## src/sv/irdq_pkg.sv

```systemverilog
// Shared types and constants for the IR ring direction qualifier.
// No dependencies; the other files that use this package refer to it by scoped names.
package irdq_pkg;

	localparam int unsigned SensorCount = 8;

	// Event codes reported with every result
	typedef enum logic [2:0] {
		EV_NONE    = 3'd0,
		EV_STOP    = 3'd1,
		EV_NEW_DIR = 3'd2,
		EV_HOLD    = 3'd3,
		EV_REFRESH = 3'd4
	} event_kind_t;

	// Register indexes on the configuration port
	typedef enum logic {
		REG_SETTLE_COUNT        = 1'b0,
		REG_REFRESH_INTERVAL_MS = 1'b1
	} reg_index_t;

	localparam logic [3:0]  ThresholdReset = 4'd3;
	localparam logic [15:0] IntervalReset  = 16'd3000;
	localparam logic signed [3:0] NoDirection = -4'sd1;

	typedef struct packed {
		logic [3:0]  settle_count;
		logic [15:0] refresh_interval_ms;
	} cfg_t;

	// Classified sample handed from front to back
	typedef struct packed {
		logic signed [3:0] raw_direction;
		logic [31:0]       now_ms;
	} queue_entry_t;

	// Sensor index to degrees
	function automatic logic [8:0] angle_of(input logic [2:0] dir);
		logic [8:0] a;
		unique case (dir)
			3'd0: a = 9'd0;
			3'd1: a = 9'd45;
			3'd2: a = 9'd90;
			3'd3: a = 9'd135;
			3'd4: a = 9'd180;
			3'd5: a = 9'd225;
			3'd6: a = 9'd270;
			3'd7: a = 9'd315;
			default: a = 9'd0;
		endcase
		return a;
	endfunction

endpackage

```

## src/sv/irdq_stream_if.sv

```systemverilog
// Valid/ready stream interfaces for the sample input and the result output.
// No dependencies.
interface irdq_in_if;
	logic        valid;
	logic        ready;
	logic [7:0]  sensor_levels;
	logic [31:0] now_ms;

	modport source (output valid, output sensor_levels, output now_ms, input ready);
	modport sink   (input valid, input sensor_levels, input now_ms, output ready);
endinterface

interface irdq_out_if;
	logic              valid;
	logic              ready;
	logic [2:0]        event_kind;
	logic signed [3:0] direction;
	logic [8:0]        angle_deg;
	logic signed [3:0] raw_direction;

	modport source (output valid, output event_kind, output direction, output angle_deg,
		output raw_direction, input ready);
	modport sink   (input valid, input event_kind, input direction, input angle_deg,
		input raw_direction, output ready);
endinterface

```

## src/sv/ir_ring_direction_qualifier_core.sv

```systemverilog
// Top level of the IR ring direction qualifier: APB registers, front, queue, back.
// Depends on irdq_pkg, irdq_stream_if, irdq_front, irdq_queue and irdq_back.
//
//  channel  | role   | transaction                  | fields
//  ---------+--------+------------------------------+-------------------------------------
//  in       | sink   | in.valid & in.ready          | sensor_levels[7:0], now_ms[31:0]
//  out      | source | out.valid & out.ready        | event_kind, direction, angle_deg,
//           |        |                              | raw_direction
//  apb      | slave  | psel & penable & pwrite      | paddr[2] picks register, pwdata
//
// One sample per cycle sustained while the out channel is not stalled; each sample gives exactly one result.
// A sample is registered in the queue, then in the result register of the back end.
// The back end's debounce state updates on each pop, so it keeps up with the one-per-cycle rate.
// arst_n clears queue pointers, debounce state, the result valid and restores register defaults.
// A stalled out channel fills the QUEUE_DEPTH queue, after which in.ready drops.
module ir_ring_direction_qualifier_core #(
	parameter int unsigned QUEUE_DEPTH = 2
) (
	input  logic        clk,
	input  logic        arst_n,
	// configuration port
	input  logic        psel,
	input  logic        penable,
	input  logic        pwrite,
	input  logic [2:0]  paddr,
	input  logic [31:0] pwdata,
	output logic [31:0] prdata,
	output logic        pready,
	// streams
	irdq_in_if.sink     in,
	irdq_out_if.source  out
);

	irdq_pkg::cfg_t cfg_q;
	irdq_pkg::reg_index_t reg_sel;

	logic                   push;
	irdq_pkg::queue_entry_t push_data;
	logic                   full;
	logic                   head_valid;
	logic                   pop;
	irdq_pkg::queue_entry_t head_data;

	// Registers are word aligned; paddr[2] selects, the byte bits are ignored.
	assign reg_sel = irdq_pkg::reg_index_t'(paddr[2]);
	assign pready  = 1'b1;

	always_ff @(posedge clk or negedge arst_n) begin
		if (!arst_n) begin
			cfg_q.settle_count        <= irdq_pkg::ThresholdReset;
			cfg_q.refresh_interval_ms <= irdq_pkg::IntervalReset;
		end else if (psel && penable && pwrite) begin
			unique case (reg_sel)
				irdq_pkg::REG_SETTLE_COUNT:        cfg_q.settle_count        <= pwdata[3:0];
				irdq_pkg::REG_REFRESH_INTERVAL_MS: cfg_q.refresh_interval_ms <= pwdata[15:0];
				default: ;
			endcase
		end
	end

	always_comb begin
		unique case (reg_sel)
			irdq_pkg::REG_SETTLE_COUNT:        prdata = {28'd0, cfg_q.settle_count};
			irdq_pkg::REG_REFRESH_INTERVAL_MS: prdata = {16'd0, cfg_q.refresh_interval_ms};
			default:                           prdata = '0;
		endcase
	end

	// Front: selection is pure logic, the sample lands straight in the queue
	irdq_front u_front (
		.in        (in),
		.full      (full),
		.push      (push),
		.push_data (push_data)
	);

	irdq_queue #(
		.DEPTH (QUEUE_DEPTH)
	) u_queue (
		.clk        (clk),
		.arst_n     (arst_n),
		.push       (push),
		.push_data  (push_data),
		.full       (full),
		.head_valid (head_valid),
		.pop        (pop),
		.head_data  (head_data)
	);

	// Back: pops whenever the result register is free or being drained
	irdq_back u_back (
		.clk        (clk),
		.arst_n     (arst_n),
		.cfg        (cfg_q),
		.head_valid (head_valid),
		.head_data  (head_data),
		.pop        (pop),
		.out        (out)
	);

endmodule

```

## src/sv/irdq_front.sv

```systemverilog
// Front end: takes sample transactions and picks the raw direction.
// Depends on irdq_pkg and irdq_in_if.
module irdq_front (
	irdq_in_if.sink              in,
	input  logic                 full,
	output logic                 push,
	output irdq_pkg::queue_entry_t push_data
);

	logic [7:0] active;
	logic [7:0] kept;
	logic [7:0] sel;
	logic [3:0] n;
	logic [3:0] target;
	logic [3:0] seen;
	logic signed [3:0] raw;

	always_comb begin
		active = ~in.sensor_levels;
		kept   = active & ~8'h38;
		// a front sensor masks the rear group, unless that empties the set
		if ((active & 8'h83) != 8'h00 && kept != 8'h00) begin
			sel = kept;
		end else begin
			sel = active;
		end
		n = '0;
		for (int i = 0; i < irdq_pkg::SensorCount; i++) begin
			n = n + {3'b000, sel[i]};
		end
		target = n >> 1;
		seen   = '0;
		raw    = irdq_pkg::NoDirection;
		for (int i = 0; i < irdq_pkg::SensorCount; i++) begin
			if (sel[i]) begin
				if (seen == target) begin
					raw = $signed({1'b0, 3'(i)});
				end
				seen = seen + 4'd1;
			end
		end
	end

	assign in.ready                = !full;
	assign push                    = in.valid && !full;
	assign push_data.raw_direction = raw;
	assign push_data.now_ms        = in.now_ms;

endmodule

```

## src/sv/irdq_queue.sv

```systemverilog
// Short queue of classified samples between front and back.
// Depends on irdq_pkg.
module irdq_queue #(
	parameter int unsigned DEPTH = 2
) (
	input  logic                   clk,
	input  logic                   arst_n,
	input  logic                   push,
	input  irdq_pkg::queue_entry_t push_data,
	output logic                   full,
	output logic                   head_valid,
	input  logic                   pop,
	output irdq_pkg::queue_entry_t head_data
);

	localparam int unsigned PW = (DEPTH > 1) ? $clog2(DEPTH) : 1;
	localparam int unsigned CW = $clog2(DEPTH + 1);

	irdq_pkg::queue_entry_t mem_q [DEPTH];
	logic [PW-1:0] wr_ptr_q;
	logic [PW-1:0] rd_ptr_q;
	logic [CW-1:0] count_q;

	function automatic logic [PW-1:0] bump(input logic [PW-1:0] p);
		return (p == PW'(DEPTH - 1)) ? '0 : p + 1'b1;
	endfunction

	assign full       = (count_q == CW'(DEPTH));
	assign head_valid = (count_q != '0);
	assign head_data  = mem_q[rd_ptr_q];

	always_ff @(posedge clk) begin
		if (push) begin
			mem_q[wr_ptr_q] <= push_data;
		end
	end

	always_ff @(posedge clk or negedge arst_n) begin
		if (!arst_n) begin
			wr_ptr_q <= '0;
			rd_ptr_q <= '0;
			count_q  <= '0;
		end else begin
			if (push) begin
				wr_ptr_q <= bump(wr_ptr_q);
			end
			if (pop) begin
				rd_ptr_q <= bump(rd_ptr_q);
			end
			if (push && !pop) begin
				count_q <= count_q + 1'b1;
			end else if (pop && !push) begin
				count_q <= count_q - 1'b1;
			end
		end
	end

endmodule

```

## src/sv/irdq_back.sv

```systemverilog
// Back end: debounce, event decision, refresh timing and the result register.
// Depends on irdq_pkg and irdq_out_if.
module irdq_back (
	input  logic                   clk,
	input  logic                   arst_n,
	input  irdq_pkg::cfg_t         cfg,
	input  logic                   head_valid,
	input  irdq_pkg::queue_entry_t head_data,
	output logic                   pop,
	irdq_out_if.source             out
);

	logic signed [3:0] last_cand_q;
	logic [3:0]        run_q;
	logic signed [3:0] accepted_q;
	logic [31:0]       last_refresh_q;

	logic              out_valid_q;
	irdq_pkg::event_kind_t kind_q;
	logic signed [3:0] dir_q;
	logic [8:0]        angle_q;
	logic signed [3:0] raw_q;

	logic signed [3:0] raw;
	logic [3:0]        run_d;
	logic [31:0]       elapsed;
	logic              stable;
	logic              due;
	irdq_pkg::event_kind_t kind_d;
	logic signed [3:0] dir_d;

	assign raw = head_data.raw_direction;
	assign pop = head_valid && (!out_valid_q || out.ready);

	always_comb begin
		if (raw == last_cand_q) begin
			run_d = (run_q == 4'd15) ? run_q : run_q + 4'd1;
		end else begin
			run_d = 4'd1;
		end
		stable  = (run_d >= cfg.settle_count);
		elapsed = head_data.now_ms - last_refresh_q;
		due     = (elapsed >= {16'd0, cfg.refresh_interval_ms});
		dir_d   = irdq_pkg::NoDirection;
		priority if (raw[3]) begin
			kind_d = irdq_pkg::EV_STOP;
		end else if (!stable) begin
			kind_d = irdq_pkg::EV_NONE;
		end else if (raw != accepted_q) begin
			kind_d = irdq_pkg::EV_NEW_DIR;
			dir_d  = raw;
		end else if (due) begin
			kind_d = irdq_pkg::EV_REFRESH;
			dir_d  = raw;
		end else begin
			kind_d = irdq_pkg::EV_HOLD;
			dir_d  = raw;
		end
	end

	always_ff @(posedge clk or negedge arst_n) begin
		if (!arst_n) begin
			last_cand_q    <= irdq_pkg::NoDirection;
			run_q          <= '0;
			accepted_q     <= irdq_pkg::NoDirection;
			last_refresh_q <= '0;
			out_valid_q    <= 1'b0;
		end else begin
			if (pop) begin
				out_valid_q <= 1'b1;
			end else if (out.ready) begin
				out_valid_q <= 1'b0;
			end
			// a gap in the signal leaves the debounce state alone
			if (pop && !raw[3]) begin
				run_q       <= run_d;
				last_cand_q <= raw;
				if (kind_d == irdq_pkg::EV_NEW_DIR) begin
					accepted_q <= raw;
				end
				if (kind_d == irdq_pkg::EV_REFRESH) begin
					last_refresh_q <= head_data.now_ms;
				end
			end
		end
	end

	always_ff @(posedge clk) begin
		if (pop) begin
			kind_q  <= kind_d;
			dir_q   <= dir_d;
			angle_q <= dir_d[3] ? 9'd0 : irdq_pkg::angle_of(dir_d[2:0]);
			raw_q   <= raw;
		end
	end

	assign out.valid         = out_valid_q;
	assign out.event_kind    = kind_q;
	assign out.direction     = dir_q;
	assign out.angle_deg     = angle_q;
	assign out.raw_direction = raw_q;

endmodule

```

## src/flat_wrapper.sv

```systemverilog
// flat-port wrapper written by rule: the top's interface ports become plain ports
module ir_ring_direction_qualifier_core_flat 
#(
	parameter int unsigned QUEUE_DEPTH = 2
)
  (clk, arst_n, psel, penable, pwrite, paddr, pwdata, prdata, pready, in_valid, in_sensor_levels, in_now_ms, in_ready, out_valid, out_event_kind, out_direction, out_angle_deg, out_raw_direction, out_ready);
  irdq_in_if in_i ();
  irdq_out_if out_i ();
  input  logic clk;
  input  logic arst_n;
  input  logic psel;
  input  logic penable;
  input  logic pwrite;
  input  logic [2:0] paddr;
  input  logic [31:0] pwdata;
  output logic [31:0] prdata;
  output logic pready;
  input wire logic [$bits(in_i.valid)-1:0] in_valid;
  input wire logic [$bits(in_i.sensor_levels)-1:0] in_sensor_levels;
  input wire logic [$bits(in_i.now_ms)-1:0] in_now_ms;
  output wire logic [$bits(in_i.ready)-1:0] in_ready;
  output wire logic [$bits(out_i.valid)-1:0] out_valid;
  output wire logic [$bits(out_i.event_kind)-1:0] out_event_kind;
  output wire logic [$bits(out_i.direction)-1:0] out_direction;
  output wire logic [$bits(out_i.angle_deg)-1:0] out_angle_deg;
  output wire logic [$bits(out_i.raw_direction)-1:0] out_raw_direction;
  input wire logic [$bits(out_i.ready)-1:0] out_ready;
  assign in_i.valid = in_valid;
  assign in_i.sensor_levels = in_sensor_levels;
  assign in_i.now_ms = in_now_ms;
  assign in_ready = in_i.ready;
  assign out_valid = out_i.valid;
  assign out_event_kind = out_i.event_kind;
  assign out_direction = out_i.direction;
  assign out_angle_deg = out_i.angle_deg;
  assign out_raw_direction = out_i.raw_direction;
  assign out_i.ready = out_ready;
  ir_ring_direction_qualifier_core #(.QUEUE_DEPTH(QUEUE_DEPTH)) u_core (.clk(clk), .arst_n(arst_n), .psel(psel), .penable(penable), .pwrite(pwrite), .paddr(paddr), .pwdata(pwdata), .prdata(prdata), .pready(pready), .in(in_i), .out(out_i));
endmodule
```

## config.mk

```make
export PLATFORM = sky130hd
export DESIGN_NAME = ir_ring_direction_qualifier_core_flat
export DESIGN_NICKNAME = d
export VERILOG_FILES = /design/src/sv/irdq_pkg.sv /design/src/sv/irdq_stream_if.sv /design/src/sv/ir_ring_direction_qualifier_core.sv /design/src/sv/irdq_front.sv /design/src/sv/irdq_queue.sv /design/src/sv/irdq_back.sv /design/src/flat_wrapper.sv
export SDC_FILE = /design/constraint.sdc
export NUM_CORES = 1
export LEC_CHECK = 0
export BUFFER_PORTS_ARGS = -buffer_cell sky130_fd_sc_hd__buf_2
export CAP_MARGIN = 10
export CORE_UTILIZATION = 50
export CTS_CLUSTER_DIAMETER = 150
export DETAILED_ROUTE_END_ITERATION = 10
export PLACE_DENSITY = 0.85
export SLEW_MARGIN = 25
export SYNTH_ARGS = -nofsm -noshare
export SYNTH_HDL_FRONTEND = slang
export SYNTH_HIERARCHICAL = 1
export SYNTH_SLANG_ARGS = --single-unit
export TNS_END_PERCENT = 5
```

## constraint.sdc

```tcl
create_clock -name clk -period 5.1 [get_ports clk]
set_input_delay 1.02 -clock clk [delete_from_list [all_inputs] [get_ports clk]]
set_output_delay 1.02 -clock clk [all_outputs]
set_load 0.01 [all_outputs]
```

==> impl_results.md, run 1 <==
* DRC viols at 0
* First-pass GRT wire length at ~37 mm
* IO Count at 137
* Pre-CTS setup slack at -0.3255 ns
* Core Area at about 0.021 mm2
* Required time worst endpoint at approximately 5.4 ns
* Max cap viols at 0
* Hold Crit Class: register to register
* CTS root buffer: clkbuf_16
* Data arrival, critical path at about 5.3 ns
* Placed Cells at approximately 1300
* Post-route setup slack at approximately 0.12 ns
* Relative slew slack at 0.4624
* Worst vdd ir at ~0.3 mV
* Worst hold start: u_core/u_back/accepted_q[3]$_DFFE_PN1P_
* Kind of critical path: register to register
* NumNets Final at 1252
* CTS Sinks at roughly 160
* RSZ-0062 raised after global routing: yes
* Worst-Skew Late Latency at ~0.43 ns
* Final Critical Period at roughly 5.0 ns
* Netlist cell types at just under 90
* CP max FO at 11
* GR Layer Usage met1 at 0.2799
* CTS tree: yes
* Width of the die at around 150 um
* 1st-pass router iterations at 5
* Leakage at ~0.0054 uW
* Seq/Total Area, Yosys at 0.4131
* Sw Ratio at 0.4102
* Ant. Diodes at 0
* Setup TNS at 0 ns
* CP Launch Type: register
* Reg-to-reg startpoint: u_core/u_queue/rd_ptr_q$_DFFE_PN0P_
* DRT iter0 DRCs at approximately 480
* Worst r2r dst: u_core/u_back/last_refresh_q[17]$_DFFE_PN0P_
* Initial antenna violation count at 1
* Synthesis Warnings at 6
* Status: completed
* Worst setup EP type: register
* Seq pwr share at 0.247
* Clk pwr share at 0.151
* Area grow syn2layout at 15.70%
* GR Util met3 at 0.04756
* Ys flop type: edfxtp_1
* Synthesized instance count at between 900 and 1000
* Max frequency at 200.7 MHz
* Hold Path Stages at 1
* Final setup viols at 0
* WHS Endpoint: u_core/u_back/accepted_q[3]$_DFFE_PN1P_
* Cells on worst reg2reg path at 20
* Starting density of the core at 0.5145
* Post-synth ARST share at 0.4286
* Die height at ~150 um
* Syn Area/Cell at approximately 11 um2
* Worst-margin pin slew at roughly 0.81 ns
* CTS Buf Count at 17
* Fin util at 0.5953
* Sw power at ~3300 uW
* GR met2 Demand/Resource at 0.3468
* Pins Over Slew Limit at 0
* Number of synthesized flops with an enable pin at just over 90
* Period utilization at 0.9770
* Post-route insts no fill at ~1400
* Largest net degree at the start of global routing at 70
* Design Power at a little over 8000 uW
* Max Root-Sink Buffers at 2
* Vias in the first global route at approximately 7600
* Row cnt at 53
* Antenna-violating nets left at 0
* Drt wl/cell at between 15 and 20 um
* Combinational group share of total power at 0.602
* #FFs+latches synth at between 150 and 200
* Die ar. at 0.02243 mm2
* H-tree depth at 4
* GRT Total Usage at 0.2139
* Via count at roughly 7700
* Dpl hpwl at between 15 and 20 mm
* Fin. Hold Viols at 0
* Clock Skews at between 0.01 and 0.015 ns
* Synth Cell Area at between 0.01 and 0.015 mm2
* Pwr per Cell Area at 638.3 mW/mm2
* Vias per inst at ~5.5
* Pint at 4756 uW
* Share of cells above drive strength 1 at 0.3444
* R2R setup slack at approximately 0.12 ns
* Final wirelength at between 20 and 25 mm
* Overflow left after global routing at 0
* Gr busiest metal: met2
* CTS clock-pin slew for the worst setup and hold paths at ~0.060 ns
* RD Place Congestion at between 0.8 and 0.9
* CP Launch Point: u_core/u_queue/rd_ptr_q$_DFFE_PN0P_
* I/O Buffers at 101
how the worst max path moves through the flow:
stage,endpoint,slack (ns),cells past startpoint
3_5_place_dp,u_core/u_back/last_refresh_q[8]$_DFFE_PN0P_,-0.33,21
5_1_grt,u_core/u_back/out.event_kind[2]$_DFFE_PP_,-0.05,21
2_1_floorplan,u_core/u_back/last_refresh_q[10]$_DFFE_PN0P_,0.04,21
6_report,u_core/u_back/last_refresh_q[17]$_DFFE_PN0P_,0.12,20
4_1_cts,u_core/u_back/out.event_kind[2]$_DFFE_PP_,0.007,21
3_3_place_gp,u_core/u_back/last_refresh_q[8]$_DFFE_PN0P_,-0.31,21
final cells by class:
class / count / area [um2]
Clock buffer: 19 / 432.9
Clock inverter: 13 / 128.9
Fill cell: 1715 / 8588
Inverter: 75 / 282.8
Multi-Input combinational cell: 672 / 5817
Sequential cell: 161 / 4512
Tap cell: 275 / 344.1
Timing Repair Buffer: 172 / 1115
synthesized netlist by cell type (all sizes together), types with 3 or more instances:
library cell,instances,area (um2)
a21oi,50,257.8
nor3b,4,30.03
inv,74,277.8
o21a,12,90.09
a211oi,5,42.54
o21bai,7,52.55
nor2,49,186.4
nor2b,13,81.33
nand3,15,75.07
xnor2,37,331.6
mux2,102,1404
mux2i,9,90.09
o211ai,10,80.07
nor4,5,31.28
dfrtp,52,1301
or3,9,56.30
a31oi,11,90.08
o21ai,30,150.1
xor2,16,147.7
edfxtp,92,2763
nand2,55,206.5
nand2b,13,81.33
nand4,12,90.09
nor3,22,115.1
a21o,16,127.6
ha,66,825.8
or2,4,25.03
o2111ai,3,26.28
nand3b,4,42.54
nand4b,5,43.79
and3,5,31.28
o32ai,3,26.28
clkbuf,9,33.78
buf,71,600.6
and3b,4,36.29
and2,17,106.4
dfstp,17,446.7
fa,5,100.1
and4b,3,30.03
worst max-delay path: stages (launching register included):
cell and delay, ns:
dfrtp_2 0.49, buf_12 0.17, mux2_4 0.31, inv_1 0.07
ha_2 0.20, fa_2 0.21, nand2b_4 0.14, nand2b_1 0.07
a21oi_2 0.15, xnor2_1 0.15, ha_1 0.28, a21o_1 0.19
a2111oi_2 0.36, o21ai_1 0.14, o211ai_1 0.22, or4b_4 0.53
nor4_4 0.14, nand3_1 0.12, o41a_4 0.42, buf_12 0.18
mux2_4 0.31
what timing repair did:
item / 4_1_cts / 5_1_grt
gates resized for setup: 32 / 18
cloned: 1 / 0
pin swaps: 24 / 17
buffers inserted: 6 / 2
hold buffers: 0 / 0
endpoints found under the setup margin: 35 / 34
metal layers:
layer,part of all wire,wire (um)
met1,0.45,10380
met2,0.46,10730
met3,0.063,1446
met4,0.025,577
met5,0,0
layout by cell type (no fill, tap or decap), types with 14 or more instances in the layout:
master / synthesis / layout
clkbuf_16: 0 / 17
xnor2_1: 36 / 36
ha_1: 66 / 55
mux2_4: 68 / 68
buf_2: 9 / 101
o21ai_0: 29 / 26
mux2_2: 34 / 34
edfxtp_1: 92 / 92
nand3_1: 15 / 14
inv_1: 73 / 73
and2_1: 17 / 16
dfrtp_1: 52 / 51
nand2_1: 55 / 53
dfstp_2: 17 / 17
nor3_1: 21 / 20
buf_4: 52 / 62
xor2_1: 15 / 15
conb_1: 2 / 17
nor2_1: 48 / 48
a21o_1: 15 / 15
a21oi_1: 48 / 40
power groups by stage:
stage	clock [uW]	sequential [uW]	combinational, uW
floorplan	0	2000	3170
global placement	0	2000	4190
detailed placement	0	2020	4300
CTS	1240	2000	4620
global route	1300	2030	5300
finish	1220	1990	4850
kinds of logic (layout without fill, tap and decap cells):
| logic type | after synthesis | count (layout) | share of synthesized area |
|---|---|---|---|
| xor gates and xnor gates | 56 | 56 | 0.05020 |
| DFF | 161 | 161 | 0.4131 |
| and+or+nand+nor | 246 | 246 | 0.1219 |
| buffers and inverters | 155 | 279 | 0.08400 |
| adders and majority gates | 71 | 71 | 0.08480 |
| other | 2 | 17 | 0.0006879 |
| muxes | 111 | 111 | 0.1368 |
| AOI/OAI and AO/OA | 171 | 171 | 0.1084 |
flip-flops by register name, indices dropped and copies added (netlist names), 2 cells and up:
register                         count
u_core/u_back/out.angle_deg          9
u_core/u_back/out.raw_direction      4
u_core/u_back/last_cand_q            4
u_core/u_queue/count_q               2
u_core/u_back/out.event_kind         3
u_core/u_back/run_q                  4
u_core/u_back/last_refresh_q        32
u_core/cfg_q                        20
u_core/u_back/accepted_q             4
u_core/u_back/out.direction          4
u_core/u_queue/mem_q                72
stage by stage:
| stage | area, um2 | hold slack, ns |
|---|---|---|
| floorplan | 10980 | 0.4474 |
| global placement | 11690 | 0.4538 |
| detailed placement | 11690 | 0.4592 |
| CTS | 12520 | 0.4815 |
| global route | 12630 | 0.4905 |
| finish | 12630 | 0.4754 |
No activity file was read; power rests on OpenSTA's default activity.
==> inputs of run 2 (changes only) <==
RECOVER_POWER = 100   (was unset)
==> impl_results.md, run 2 (synthesis gave the netlist of run 1 again) <==
* Drt wl/cell at 16.71 um
* Sw Ratio at 0.4103
* Data arrival, critical path at around 5.3 ns
* CTS root buffer: clkbuf_16
* Overflow left after global routing at 0
* Final Critical Period at about 5.0 ns
* Clock Skews at around 0.011 ns
* DRC viols at 0
* Worst-Skew Late Latency at 0.43 ns
* Starting density of the core at 0.5145
* Max FFs per register at 72
* Combinational group share of total power at 0.602
* Width of the die at 149.8 um
* Most flop-heavy register: u_core/u_queue/mem_q
* Pins Over Slew Limit at 70
* IO Count at 137
* Dpl hpwl at about 17 mm
* WP buf/inv at 3
* Worst setup EP type: register
* Worst r2r dst: u_core/u_back/last_refresh_q[17]$_DFFE_PN0P_
* Pint at 4753 uW
* CP max FO at 11
* Final setup viols at 0
* Fillers at 1725
* Fin. Hold Viols at 0
* Initial antenna violation count at 1
* Top delay family on crit path: compound AO/OA/AOI/OAI gates
* CP Launch Type: register
* Via count at 7700
* Setup crit end: u_core/u_back/last_refresh_q[17]$_DFFE_PN0P_
* 1st-pass router iterations at 5
* Most frequent cells in the layout: edfxtp_1 (92), buf_2 (85), inv_1 (73)
* Failing checks: capacitance limit, slew limit
* GRT Total Usage at 0.2139
* Core Area at roughly 0.021 mm2
* Reg-to-reg startpoint: u_core/u_queue/rd_ptr_q$_DFFE_PN0P_
* Placed Cells at ~1300
* Die height at approximately 150 um
* Final wirelength at between 20 and 25 mm
* Row cnt at 53
* I/O Buffers at ~100
* DRT iter0 DRCs at 520
* Vias in the first global route at approximately 7600
* Share of cells above drive strength 1 at 0.3291
* Max cap viols at 1
* CTS clock-pin slew for the worst setup and hold paths at 0.06 ns
* Die ar. at ~0.022 mm2
* Largest net degree at the start of global routing at 70
* Vias per inst at 5.552
* Relative slew slack at -1.256
* H-tree depth at 4
* Setup TNS at 0 ns
* Clk pwr share at 0.151
* RSZ-0062 raised after global routing: yes
* Period utilization at 0.9793
* First-pass GRT wire length at between 30 and 40 mm
* Kind of critical path: register to register
* Pre-CTS setup slack at -0.3255 ns
* R2R setup slack at ~0.11 ns
* Pwr per Cell Area at between 600 and 700 mW/mm2
* Required time worst endpoint at ~5.4 ns
* CTS tree: yes
* Commonest non-fill, non-tap cell in the layout: edfxtp_1
* Worst vdd ir at around 0.31 mV
* Hold Crit Class: register to register
* Leakage at around 0.0053 uW
* Post-route setup slack at approximately 0.11 ns
* Hold Path Stages at 1
* Antenna-violating nets left at 0
* Cell count along the critical path at 20
* Worst path cell trace: buf_12 -> mux2_4 -> inv_1 -> ha_2 -> fa_2 -> nand2b_4 -> nand2b_1 -> a21oi_2 -> xnor2_1 -> ha_1 -> a21o_1 -> a2111oi_2 -> o21ai_1 -> o211ai_1 -> or4b_4 -> nor4_4 -> nand3_1 -> o41a_4 -> buf_12 -> mux2_4
* Ant. Diodes at 0
* CTS Buf Count at 17
* CP Launch Point: u_core/u_queue/rd_ptr_q$_DFFE_PN0P_
* CTS Sinks at roughly 160
* Biggest regs: u_core/u_queue/mem_q x72, u_core/u_back/last_refresh_q x32, u_core/cfg_q x20
* NumNets Final at ~1300
* Sw power at ~3300 uW
* Max frequency at ~200 MHz
* Worst-margin pin slew at 3.385 ns
* RD Place Congestion at 0.8877
* Slowest CP cell: or4b_4
* Post-route insts no fill at about 1400
* Area grow syn2layout at 15.50%
* Status: finished with violations
* Max Root-Sink Buffers at 2
* Cells on worst reg2reg path at 20
* Crit-path max cell delay at around 0.53 ns
* Seq pwr share at 0.247
-- run 2: power groups by stage --
stage               clock (uW)  sequential, uW  combinational [uW]
floorplan                    0            2000                3170
global placement             0            2000                4190
detailed placement           0            2020                4300
CTS                       1240            2000                4620
global route              1300            2030                5300
finish                    1220            1990                4850
-- run 2: timing repair --
action,4_1_cts,5_1_grt
hold buffers,0,0
gates resized for setup,32,18
setup endpoints to repair,35,34
cloned,1,0
pin swaps,24,17
setup buffers,6,2
-- run 2: stage by stage --
step / power [uW] / area (um2) / utilization / hold slack [ns]
floorplan: 5172 / 10980 / - / 0.4474
global placement: 6181 / 11690 / 0.5508 / 0.4538
detailed placement: 6321 / 11690 / 0.5508 / 0.4592
CTS: 7865 / 12520 / 0.5900 / 0.4815
global route: 8624 / 12610 / 0.5943 / 0.4905
finish: 8060 / 12610 / 0.5943 / 0.4754
-- run 2: worst reg2reg max path, delay by kind of cell, from the launching register on --
family	cells	cell delay [ns]
AND/OR/NAND/NOR	5	1.00
AO/OA/AOI/OAI	6	1.48
buffers and inverters	3	0.42
multiplexers	2	0.62
flip-flops	1	0.49
XOR/XNOR	1	0.15
adder cells (fa/ha/maj)	3	0.69
-- run 2: cell type report --
class | count | area [um2] | share of cell area
multi-input cells | 672 | 5817 | 0.4613
well taps | 275 | 344.1 | 0.02728
inverters | 75 | 282.8 | 0.02242
clock buffers | 19 | 432.9 | 0.03433
repair buffers | 172 | 1094 | 0.08672
clock inverters | 13 | 128.9 | 0.01022
flip-flops and latches | 161 | 4512 | 0.3578
-- run 2: how the worst min path moves through the flow --
stage                                                       start                                       to  slack [ns]
after floorplan             u_core/u_queue/count_q[1]$_DFFE_PN0P_    u_core/u_queue/count_q[1]$_DFFE_PN0P_        0.45
after global placement    u_core/u_back/accepted_q[3]$_DFFE_PN1P_  u_core/u_back/accepted_q[3]$_DFFE_PN1P_        0.45
after detailed placement  u_core/u_back/accepted_q[3]$_DFFE_PN1P_  u_core/u_back/accepted_q[3]$_DFFE_PN1P_        0.46
after CTS                 u_core/u_back/accepted_q[3]$_DFFE_PN1P_  u_core/u_back/accepted_q[3]$_DFFE_PN1P_        0.48
after global routing      u_core/u_back/accepted_q[3]$_DFFE_PN1P_  u_core/u_back/accepted_q[3]$_DFFE_PN1P_        0.49
final                     u_core/u_back/accepted_q[3]$_DFFE_PN1P_  u_core/u_back/accepted_q[3]$_DFFE_PN1P_        0.48
-- run 2: routing by layer --
metal	up-vias	wire [um]	GRT usage	part of all wire
met4	0	595	0.07828	0.026
met5	-	0	0	0
met1	3669	10190	0.2799	0.44
met3	47	1672	0.04756	0.072
li1	3694	-	-	-
met2	290	10710	0.3468	0.46
